--- config.mk ---
export PLATFORM = sky130hd
export DESIGN_NAME = cron_field_mask_parser
export DESIGN_NICKNAME = d
export VERILOG_FILES = /design/src/rtl/cfmp_pkg.sv /design/src/rtl/cron_field_mask_parser.sv /design/src/rtl/cfmp_ctrl.sv /design/src/rtl/cfmp_dp.sv
export SDC_FILE = /design/constraint.sdc
export NUM_CORES = 1
export LEC_CHECK = 0
export BUFFER_PORTS_ARGS = -buffer_cell sky130_fd_sc_hd__buf_2
export CORE_MARGIN = 2
export CORE_UTILIZATION = 36
export CTS_CLUSTER_SIZE = 10
export DETAILED_ROUTE_END_ITERATION = 8
export GPL_ROUTABILITY_DRIVEN = 0
export GPL_TIMING_DRIVEN = 0
export HOLD_SLACK_MARGIN = 0.15
export PLACE_DENSITY = 0.53
export SYNTH_ARGS = -nofsm -noshare
export SYNTH_HDL_FRONTEND = slang
export SYNTH_HIERARCHICAL = 1
export SYNTH_SLANG_ARGS = --single-unit
--- constraint.sdc ---
create_clock -name clk -period 10 [get_ports clk]
set_input_delay 2 -clock clk [delete_from_list [all_inputs] [get_ports clk]]
set_output_delay 2 -clock clk [all_outputs]
set_load 0.02 [all_outputs]
--- src/rtl/cfmp_pkg.sv ---
// Shared types, character codes, token phase codes and helper functions
// for the cron field mask parser. No dependencies.
package cfmp_pkg;

  localparam int MASK_W = 64;
  localparam int NUM_W  = 31;
  localparam int VAL_W  = 6;
  localparam int STP_W  = 7;

  localparam logic [7:0] CH_TAB   = 8'h09;
  localparam logic [7:0] CH_CR    = 8'h0D;
  localparam logic [7:0] CH_SPACE = 8'h20;
  localparam logic [7:0] CH_STAR  = 8'h2A;
  localparam logic [7:0] CH_PLUS  = 8'h2B;
  localparam logic [7:0] CH_COMMA = 8'h2C;
  localparam logic [7:0] CH_DASH  = 8'h2D;
  localparam logic [7:0] CH_SLASH = 8'h2F;
  localparam logic [7:0] CH_ZERO  = 8'h30;
  localparam logic [7:0] CH_NINE  = 8'h39;

  localparam logic [1:0] SUB_START = 2'd0;
  localparam logic [1:0] SUB_SIGN  = 2'd1;
  localparam logic [1:0] SUB_DIG   = 2'd2;
  localparam logic [1:0] SUB_END   = 2'd3;

  localparam logic [1:0] IDX_FIRST  = 2'd0;
  localparam logic [1:0] IDX_SECOND = 2'd1;
  localparam logic [1:0] IDX_STEP   = 2'd2;

  localparam logic [3:0] PH_EMPTY = 4'd0;
  localparam logic [3:0] PH_STAR  = 4'd12;

  localparam logic [NUM_W-1:0] NUM_SEVEN = NUM_W'(7);
  localparam logic [STP_W-1:0] STP_SAT   = STP_W'(64);

  localparam logic [1:0] REG_MIN = 2'd0;
  localparam logic [1:0] REG_MAX = 2'd1;
  localparam logic [1:0] REG_SUN = 2'd2;

  typedef struct packed {
    logic [7:0] char_code;
    logic       is_last;
  } in_data_t;

  typedef struct packed {
    logic [MASK_W-1:0] value_mask;
    logic              parse_ok;
  } out_data_t;

  typedef struct packed {
    logic [VAL_W-1:0] min_value;
    logic [VAL_W-1:0] max_value;
    logic             seven_is_sunday;
  } cfg_t;

  typedef struct packed {
    logic accept;
    logic finish;
    logic step;
    logic emit;
  } cmd_t;

  typedef struct packed {
    logic go_finish;
    logic is_last;
    logic fin_go;
    logic exp_done;
  } sts_t;

  typedef enum logic [1:0] {
    ST_IDLE,
    ST_FINISH,
    ST_EXPAND,
    ST_EMIT
  } state_t;

  function automatic logic [NUM_W-1:0] map_seven(input logic [NUM_W-1:0] v,
                                                 input logic en);
    return (en && v == NUM_SEVEN) ? '0 : v;
  endfunction

  function automatic logic [VAL_W-1:0] clamp_value(input logic [NUM_W-1:0] v,
                                                   input logic [VAL_W-1:0] mn,
                                                   input logic [VAL_W-1:0] mx);
    logic [NUM_W-1:0] t;
    t = (v < NUM_W'(mn)) ? NUM_W'(mn) : v;
    return (t > NUM_W'(mx)) ? mx : t[VAL_W-1:0];
  endfunction

endpackage

--- src/rtl/cron_field_mask_parser.sv ---
// Cron field mask parser. A non-final character is taken while idle; a comma
// holds intake while its token's range is walked, n values (0..64).
// A final character finishes any open token when no error is latched, then its
// result is registered once the output is free. The range iterator visits one value per cycle. One field at a time.
// Synchronous active-low reset clears field state and loads min 0, max 59,
// weekday mapping off.
module cron_field_mask_parser
  import cfmp_pkg::*;
#(
  parameter int VALUE_BITS = 64
) (
  input  logic        clk,
  input  logic        rst_n,
  input  logic        in_valid,
  output logic        in_stall,
  input  in_data_t    in_data,
  output logic        out_valid,
  input  logic        out_stall,
  output out_data_t   out_data,
  input  logic        psel,
  input  logic        penable,
  input  logic        pwrite,
  input  logic [3:0]  paddr,
  input  logic [31:0] pwdata,
  output logic [31:0] prdata,
  output logic        pready
);

  cfg_t      cfg_r, cfg_nxt;
  logic      out_valid_r, out_valid_nxt;
  out_data_t out_data_r;
  logic      out_free;
  cmd_t      cmd;
  sts_t      sts;
  out_data_t res;

  assign pready = 1'b1;

  always_comb begin
    cfg_nxt = cfg_r;
    if (psel && penable && pwrite) begin
      case (paddr[3:2])
        REG_MIN: cfg_nxt.min_value       = pwdata[VAL_W-1:0];
        REG_MAX: cfg_nxt.max_value       = pwdata[VAL_W-1:0];
        REG_SUN: cfg_nxt.seven_is_sunday = pwdata[0];
        default: cfg_nxt                 = cfg_r;
      endcase
    end
  end

  always_comb begin
    case (paddr[3:2])
      REG_MIN: prdata = 32'(cfg_r.min_value);
      REG_MAX: prdata = 32'(cfg_r.max_value);
      REG_SUN: prdata = 32'(cfg_r.seven_is_sunday);
      default: prdata = '0;
    endcase
  end

  assign out_free = !out_valid_r || !out_stall;

  always_comb begin
    out_valid_nxt = out_valid_r;
    if (cmd.emit) begin
      out_valid_nxt = 1'b1;
    end else if (!out_stall) begin
      out_valid_nxt = 1'b0;
    end
  end

  always_ff @(posedge clk) begin
    if (!rst_n) begin
      cfg_r.min_value       <= '0;
      cfg_r.max_value       <= VAL_W'(59);
      cfg_r.seven_is_sunday <= 1'b0;
      out_valid_r           <= 1'b0;
    end else begin
      cfg_r       <= cfg_nxt;
      out_valid_r <= out_valid_nxt;
    end
  end

  always_ff @(posedge clk) begin
    if (cmd.emit) begin
      out_data_r <= res;
    end
  end

  assign out_valid = out_valid_r;
  assign out_data  = out_data_r;

  cfmp_ctrl u_ctrl (
    .clk      (clk),
    .rst_n    (rst_n),
    .in_valid (in_valid),
    .out_free (out_free),
    .sts      (sts),
    .cmd      (cmd),
    .in_stall (in_stall)
  );

  cfmp_dp #(
    .VALUE_BITS (VALUE_BITS)
  ) u_dp (
    .clk     (clk),
    .rst_n   (rst_n),
    .in_data (in_data),
    .cfg     (cfg_r),
    .cmd     (cmd),
    .sts     (sts),
    .res     (res)
  );

endmodule

--- src/rtl/cfmp_ctrl.sv ---
// Sequencer for the cron field mask parser: character intake, token finish,
// range expansion and result hand-off. Uses cfmp_pkg.
module cfmp_ctrl
  import cfmp_pkg::*;
(
  input  logic   clk,
  input  logic   rst_n,
  input  logic   in_valid,
  input  logic   out_free,
  input  sts_t   sts,
  output cmd_t   cmd,
  output logic   in_stall
);

  state_t state_r, state_nxt;
  logic   last_r, last_nxt;

  always_ff @(posedge clk) begin
    if (!rst_n) begin
      state_r <= ST_IDLE;
      last_r  <= 1'b0;
    end else begin
      state_r <= state_nxt;
      last_r  <= last_nxt;
    end
  end

  always_comb begin
    state_nxt = state_r;
    last_nxt  = last_r;
    case (state_r)
      ST_IDLE: begin
        if (in_valid) begin
          if (sts.go_finish) begin
            state_nxt = ST_FINISH;
            last_nxt  = sts.is_last;
          end else if (sts.is_last) begin
            state_nxt = ST_EMIT;
          end
        end
      end
      ST_FINISH: begin
        if (sts.fin_go) begin
          state_nxt = ST_EXPAND;
        end else begin
          state_nxt = last_r ? ST_EMIT : ST_IDLE;
        end
      end
      ST_EXPAND: begin
        if (sts.exp_done) begin
          state_nxt = last_r ? ST_EMIT : ST_IDLE;
        end
      end
      ST_EMIT: begin
        if (out_free) begin
          state_nxt = ST_IDLE;
        end
      end
      default: state_nxt = ST_IDLE;
    endcase
  end

  always_comb begin
    cmd      = '0;
    in_stall = 1'b1;
    case (state_r)
      ST_IDLE: begin
        in_stall   = 1'b0;
        cmd.accept = in_valid;
      end
      ST_FINISH: cmd.finish = 1'b1;
      ST_EXPAND: cmd.step   = 1'b1;
      ST_EMIT:   cmd.emit   = out_free;
      default:   cmd        = '0;
    endcase
  end

endmodule

--- src/rtl/cfmp_dp.sv ---
// Datapath for the cron field mask parser: token state, number accumulation,
// token finish evaluation, range iterator and mask register. Uses cfmp_pkg.
module cfmp_dp
  import cfmp_pkg::*;
#(
  parameter int VALUE_BITS = 64
) (
  input  logic      clk,
  input  logic      rst_n,
  input  in_data_t  in_data,
  input  cfg_t      cfg,
  input  cmd_t      cmd,
  output sts_t      sts,
  output out_data_t res
);

  logic [3:0]            phase_r, phase_nxt;
  logic                  full_r, full_nxt;
  logic                  range_r, range_nxt;
  logic [NUM_W-1:0]      first_r, first_nxt;
  logic [NUM_W-1:0]      second_r, second_nxt;
  logic [NUM_W-1:0]      step_r, step_nxt;
  logic                  err_r, err_nxt;
  logic [VALUE_BITS-1:0] mask_r, mask_nxt;
  logic [STP_W-1:0]      v_r, v_nxt;
  logic [VAL_W-1:0]      hi_r, hi_nxt;
  logic [STP_W-1:0]      stp_r, stp_nxt;

  // character decode
  logic [7:0]       c;
  logic             ws, dig, handled;
  logic [3:0]       d;
  logic [1:0]       idx, sub;
  logic [NUM_W-1:0] slot;
  logic [NUM_W+3:0] prod;
  logic             ovf, chr_err, chr_fin;
  logic [3:0]       dec_phase;
  logic             dec_full, dec_range;
  logic [NUM_W-1:0] dec_first, dec_second, dec_step;

  // token finish
  logic [1:0]       fidx, fsub;
  logic             tok_err;
  logic [NUM_W-1:0] a_raw, b_raw, s_raw;
  logic [VAL_W-1:0] ca, cb, lo, hi;
  logic [STP_W-1:0] s_sat, v_sum;
  logic             ok;

  always_comb begin
    c    = in_data.char_code;
    ws   = (c == CH_SPACE) || (c >= CH_TAB && c <= CH_CR);
    dig  = (c >= CH_ZERO) && (c <= CH_NINE);
    d    = 4'(c - CH_ZERO);
    idx  = phase_r[3:2];
    sub  = phase_r[1:0];
    case (idx)
      IDX_FIRST:  slot = first_r;
      IDX_SECOND: slot = second_r;
      default:    slot = step_r;
    endcase
    prod = (NUM_W+4)'({slot, 3'b000}) + (NUM_W+4)'({slot, 1'b0}) + (NUM_W+4)'(d);
    ovf  = prod[NUM_W+3:NUM_W] != '0;

    dec_phase  = phase_r;
    dec_full   = full_r;
    dec_range  = range_r;
    dec_first  = first_r;
    dec_second = second_r;
    dec_step   = step_r;
    chr_err    = 1'b0;
    chr_fin    = 1'b0;
    handled    = 1'b0;

    if (phase_r == PH_STAR) begin
      handled = 1'b1;
      if (!ws) begin
        if (c == CH_SLASH) begin
          dec_step  = '0;
          dec_phase = {IDX_STEP, SUB_START};
        end else if (c == CH_COMMA) begin
          chr_fin = 1'b1;
        end else begin
          chr_err = 1'b1;
        end
      end
    end else if (phase_r > PH_STAR) begin
      handled = 1'b1;
      chr_err = 1'b1;
    end else if (sub == SUB_START) begin
      if (ws) begin
        handled = 1'b1;
      end else if (c == CH_PLUS) begin
        handled   = 1'b1;
        dec_phase = {idx, SUB_SIGN};
      end else if (!dig) begin
        handled = 1'b1;
        if (idx == IDX_FIRST && c == CH_STAR) begin
          dec_full  = 1'b1;
          dec_phase = PH_STAR;
        end else if (idx == IDX_FIRST && c == CH_SLASH) begin
          dec_full  = 1'b1;
          dec_step  = '0;
          dec_phase = {IDX_STEP, SUB_START};
        end else if (idx == IDX_FIRST && c == CH_COMMA) begin
          chr_fin = 1'b1;
        end else begin
          chr_err = 1'b1;
        end
      end
    end

    if (!handled) begin
      if (dig) begin
        if (sub == SUB_END || ovf) begin
          chr_err = 1'b1;
        end else begin
          case (idx)
            IDX_FIRST:  dec_first  = prod[NUM_W-1:0];
            IDX_SECOND: dec_second = prod[NUM_W-1:0];
            default:    dec_step   = prod[NUM_W-1:0];
          endcase
          dec_phase = {idx, SUB_DIG};
        end
      end else if (sub == SUB_SIGN) begin
        chr_err = 1'b1;
      end else if (ws) begin
        dec_phase = {idx, SUB_END};
      end else if (c == CH_DASH && idx == IDX_FIRST) begin
        dec_range = 1'b1;
        dec_phase = {IDX_SECOND, SUB_START};
      end else if (c == CH_SLASH && idx < IDX_STEP) begin
        dec_step  = '0;
        dec_phase = {IDX_STEP, SUB_START};
      end else if (c == CH_COMMA) begin
        chr_fin = 1'b1;
      end else begin
        chr_err = 1'b1;
      end
    end
  end

  always_comb begin
    fidx = phase_r[3:2];
    fsub = phase_r[1:0];
    if (phase_r == PH_STAR || phase_r == PH_EMPTY) begin
      tok_err = 1'b0;
    end else if (phase_r > PH_STAR || fsub < SUB_DIG) begin
      tok_err = 1'b1;
    end else begin
      tok_err = (fidx == IDX_STEP) && (step_r == '0);
    end
    a_raw = full_r ? NUM_W'(cfg.min_value) : map_seven(first_r, cfg.seven_is_sunday);
    if (full_r) begin
      b_raw = NUM_W'(cfg.max_value);
    end else if (range_r) begin
      b_raw = map_seven(second_r, cfg.seven_is_sunday);
    end else begin
      b_raw = map_seven(first_r, cfg.seven_is_sunday);
    end
    s_raw = (fidx == IDX_STEP) ? step_r : NUM_W'(1);
    s_sat = (s_raw >= NUM_W'(STP_SAT)) ? STP_SAT : s_raw[STP_W-1:0];
    ca    = clamp_value(a_raw, cfg.min_value, cfg.max_value);
    cb    = clamp_value(b_raw, cfg.min_value, cfg.max_value);
    lo    = (ca < cb) ? ca : cb;
    hi    = (ca < cb) ? cb : ca;
    v_sum = v_r + stp_r;
  end

  always_comb begin
    phase_nxt  = phase_r;
    full_nxt   = full_r;
    range_nxt  = range_r;
    first_nxt  = first_r;
    second_nxt = second_r;
    step_nxt   = step_r;
    err_nxt    = err_r;
    mask_nxt   = mask_r;
    v_nxt      = v_r;
    hi_nxt     = hi_r;
    stp_nxt    = stp_r;

    if (cmd.accept && !err_r) begin
      if (chr_err) begin
        err_nxt = 1'b1;
      end else if (!chr_fin) begin
        phase_nxt  = dec_phase;
        full_nxt   = dec_full;
        range_nxt  = dec_range;
        first_nxt  = dec_first;
        second_nxt = dec_second;
        step_nxt   = dec_step;
      end
    end

    if (cmd.finish || cmd.emit) begin
      phase_nxt  = PH_EMPTY;
      full_nxt   = 1'b0;
      range_nxt  = 1'b0;
      first_nxt  = '0;
      second_nxt = '0;
      step_nxt   = NUM_W'(1);
    end

    if (cmd.finish) begin
      err_nxt = err_r | tok_err;
      v_nxt   = STP_W'(lo);
      hi_nxt  = hi;
      stp_nxt = s_sat;
    end

    if (cmd.step) begin
      for (int i = 0; i < VALUE_BITS; i++) begin
        if (v_r == STP_W'(i)) begin
          mask_nxt[i] = 1'b1;
        end
      end
      v_nxt = v_sum;
    end

    if (cmd.emit) begin
      mask_nxt = '0;
      err_nxt  = 1'b0;
    end
  end

  always_ff @(posedge clk) begin
    if (!rst_n) begin
      phase_r  <= PH_EMPTY;
      full_r   <= 1'b0;
      range_r  <= 1'b0;
      first_r  <= '0;
      second_r <= '0;
      step_r   <= NUM_W'(1);
      err_r    <= 1'b0;
      mask_r   <= '0;
    end else begin
      phase_r  <= phase_nxt;
      full_r   <= full_nxt;
      range_r  <= range_nxt;
      first_r  <= first_nxt;
      second_r <= second_nxt;
      step_r   <= step_nxt;
      err_r    <= err_nxt;
      mask_r   <= mask_nxt;
    end
  end

  always_ff @(posedge clk) begin
    v_r   <= v_nxt;
    hi_r  <= hi_nxt;
    stp_r <= stp_nxt;
  end

  always_comb begin
    sts.go_finish = !err_r && !chr_err && (chr_fin || in_data.is_last);
    sts.is_last   = in_data.is_last;
    sts.fin_go    = !tok_err && (phase_r != PH_EMPTY);
    sts.exp_done  = v_sum > STP_W'(hi_r);
    ok             = !err_r && (mask_r != '0);
    res.value_mask = ok ? MASK_W'(mask_r) : '0;
    res.parse_ok   = ok;
  end

endmodule

==> metrics.txt <==
Hold Buf Count CTS=0; fillcell total=4278; port buffer count=94; Reg2Reg Setup Slack=1630 ps; pin count of the biggest net entering global routing=51; first-pass GRT wire length=71300 um; initial antenna violation count=0; area delta synth->final=14.1%; Max FO, Critical Path=10; Global Route met3 Usage=0.0220; Synth Warn #=6; Die Width=211 um; Final period util=0.837; Simple-Gate Fraction of Synth Area=0.204; final hold viol count=0; GRT Resource Usage Total=0.202; area of the multi-input gates=8630 um2; Reg area=6180 um2; crit path time final=8370 ps; Vias=13300; vias in the first global route=12600; Post-Synth XOR/XNOR Area=0.0204; initial core utilization=0.367; Crit Path Category=reg -> reg; pre-CTS setup slack=1760 ps; final max-slew violation count=0; main combinational cell family by area after synthesis=simple AND/OR/NAND/NOR gates; post-synthesis mux area share=0.0655; leakage=7.07 nW; Num CTS Buffers=31; pwr dens=165 nW/um2; clk buf depth=3; final net count=2064; dpl cell area=16700 um2; Setup Viol. Count Final=0; Remaining Overflow, GRT=0; Yosys cell types=89; Netlist Area Pre-Place=15500 um2; final worst slack=1630 ps; HPWL Detailed=35700 um; Post-Synth Adder-Cell Area=0.0848; cell mode on critical path=o21ai_0; Slew headroom=0.342; Post-CTS Setup Repair Bufs=0; level count of the clock H-tree=1; worst clock skew=13.0 ps; CTS tree=yes; Worst-Margin Slew=985 ps; fraction of layout cells with a size suffix above 1=0.116; share of synthesized registers carrying an async set or reset=0; die area=44600 um2; synthesized flop and latch total=266; number of synthesized flops with an enable pin=85; crit path launch type=flop; Slowest cell on crit path=or4_1; Post-DRT Antenna Nets=0; design area=17600 um2; row count=75; 1st-iter DRT viols=890; CTS Sinks=266; Top FF cell, synth=dfxtp_1; RSZ-0062 raised after global routing=no; WP data required=10320 ps; cell count after synthesis=1756; DRC violations left=0; Worst-path clk slew=60 ps; crit-path max cell delay=610 ps; IR drop worst, VDD=0.110 mV; max-cap viol count=0; core area=42100 um2; Most Crowded Layer GR=met2; post-cts resize count=0; Die Ht=211 um; total wire length=46000 um; met1 Use GR=0.290; outcome=complete, no violations; sequential-to-total area share from yosys stat=0.399; fmax=119 MHz; DR vias/cell=5.40; crit end category=flop; clock latency on the worst-skew pair=590 ps; clk root buf=clkbuf_16; WL/cell=18.6 um; post-synthesis average cell area=8.81 um2; arrival time at the worst endpoint=8690 ps; Pre-antenna DRT Iters=6; routing usage on met2=0.324; Synth Area in Compound Gates=0.176; Top Ports=152; setup_tns=0 ps; Hold Crit Class=reg -> reg
## registers in the layout (all words and copies together), names as in the netlist, 2 cells and up
name,cells
out_data,65
u_dp/hi_r,6
u_dp/v_r,7
u_ctrl/state_r,2
u_dp/stp_r,7
u_dp/mask_r,64
u_dp/step_r,31
u_dp/first_r,31
u_dp/second_r,31
u_dp/phase_r,4
cfg_r,13
## through the flow
stage / util / hold slack, ps / power, mW / std cells
floorplan: - / 439 / 1.68 / 1781
detailed placement: 0.397 / 462 / 1.89 / 2415
global route: 0.419 / 495 / 3.04 / 2468
global placement: 0.396 / 452 / 1.88 / 2414
finish: 0.419 / 466 / 2.90 / 2469
CTS: 0.419 / 470 / 2.93 / 2468
## where the power goes
part	internal (mW)	switching, mW
clock network	0.594	0.444
registers	1.19	0.0468
logic	0.202	0.431
## cell usage after synthesis (6+ instances only)
library cell	count	share of area
nor3_1	24	0.0078
a21oi_1	184	0.060
nand2_1	241	0.058
a22o_1	17	0.0096
mux2_2	17	0.012
buf_2	11	0.0036
or3_1	6	0.0024
xor2_1	11	0.0062
a22oi_1	12	0.0058
mux2i_1	82	0.053
edfxtp_1	85	0.17
o21ai_0	92	0.030
nand3_1	27	0.0087
or2_2	6	0.0024
nor2_1	152	0.037
xnor2_1	25	0.014
dfxtp_1	181	0.23
and2_1	76	0.031
ha_1	100	0.081
nor4_1	32	0.013
o21a_1	20	0.0097
buf_4	32	0.016
a31oi_1	6	0.0024
o211ai_1	8	0.0039
inv_1	45	0.011
nand2b_1	8	0.0032
a21o_1	22	0.011
nor2b_1	23	0.0093
nand4_1	15	0.0061
and3_1	8	0.0032
clkbuf_1	67	0.016
o21bai_1	7	0.0034
nor3b_1	11	0.0053
## final timing paths
path | startpoint | to | depth (start not counted)
setup / recovery | u_dp/first_r[22]$_SDFFE_PP0P_ | u_dp/v_r[2]$_DFFE_PP_ | 30
hold reg to reg | u_dp/first_r[10]$_SDFFE_PP0P_ | u_dp/first_r[10]$_SDFFE_PP0P_ | 2
hold / removal | u_dp/first_r[10]$_SDFFE_PP0P_ | u_dp/first_r[10]$_SDFFE_PP0P_ | 2
setup reg to reg | u_dp/first_r[22]$_SDFFE_PP0P_ | u_dp/v_r[2]$_DFFE_PP_ | 30
## critical path: cells and delay by family, from the launching register on
family	cells	cell delay, ps
AOI/OAI and AO/OA	17	3650
muxes	2	620
DFF	1	320
and+or+nand+nor	5	1850
adders and majority gates	3	930
buffers and inverters	3	720
## final cells by class
class,count,share of cell area
Multi-Input combinational cell,1353,0.489
Inverter,46,0.00978
Clock buffer,51,0.0499
Clock inverter,2,0.00142
Tap cell,539,0.0382
Timing Repair Buffer,95,0.0282
Sequential cell,266,0.350
Buffer,116,0.0335
Antenna cell,1,0.000142
## routing by layer
metal | up-vias | share of wire
met5 | - | 0
met4 | 0 | 0.022
met3 | 64 | 0.047
met2 | 357 | 0.45
met1 | 6392 | 0.49
li1 | 6526 | -
## placed cells by master, fill, tap and decap left out, types with 82 or more instances in the layout
| master | n |
|---|---|
| nand2_1 | 241 |
| nor2_1 | 152 |
| dfxtp_1 | 181 |
| a21oi_1 | 184 |
| ha_1 | 100 |
| mux2i_1 | 82 |
| o21ai_0 | 92 |
| clkbuf_1 | 84 |
| buf_2 | 105 |
| edfxtp_1 | 85 |
## cells by family after synthesis
kind of cell	count (synthesis)
buffers and inverters	162
and+or+nand+nor	656
xor gates and xnor gates	36
DFF	266
adders and majority gates	103
muxes	99
other	2
AOI/OAI and AO/OA	432
(Power assumes the default switching activity.)
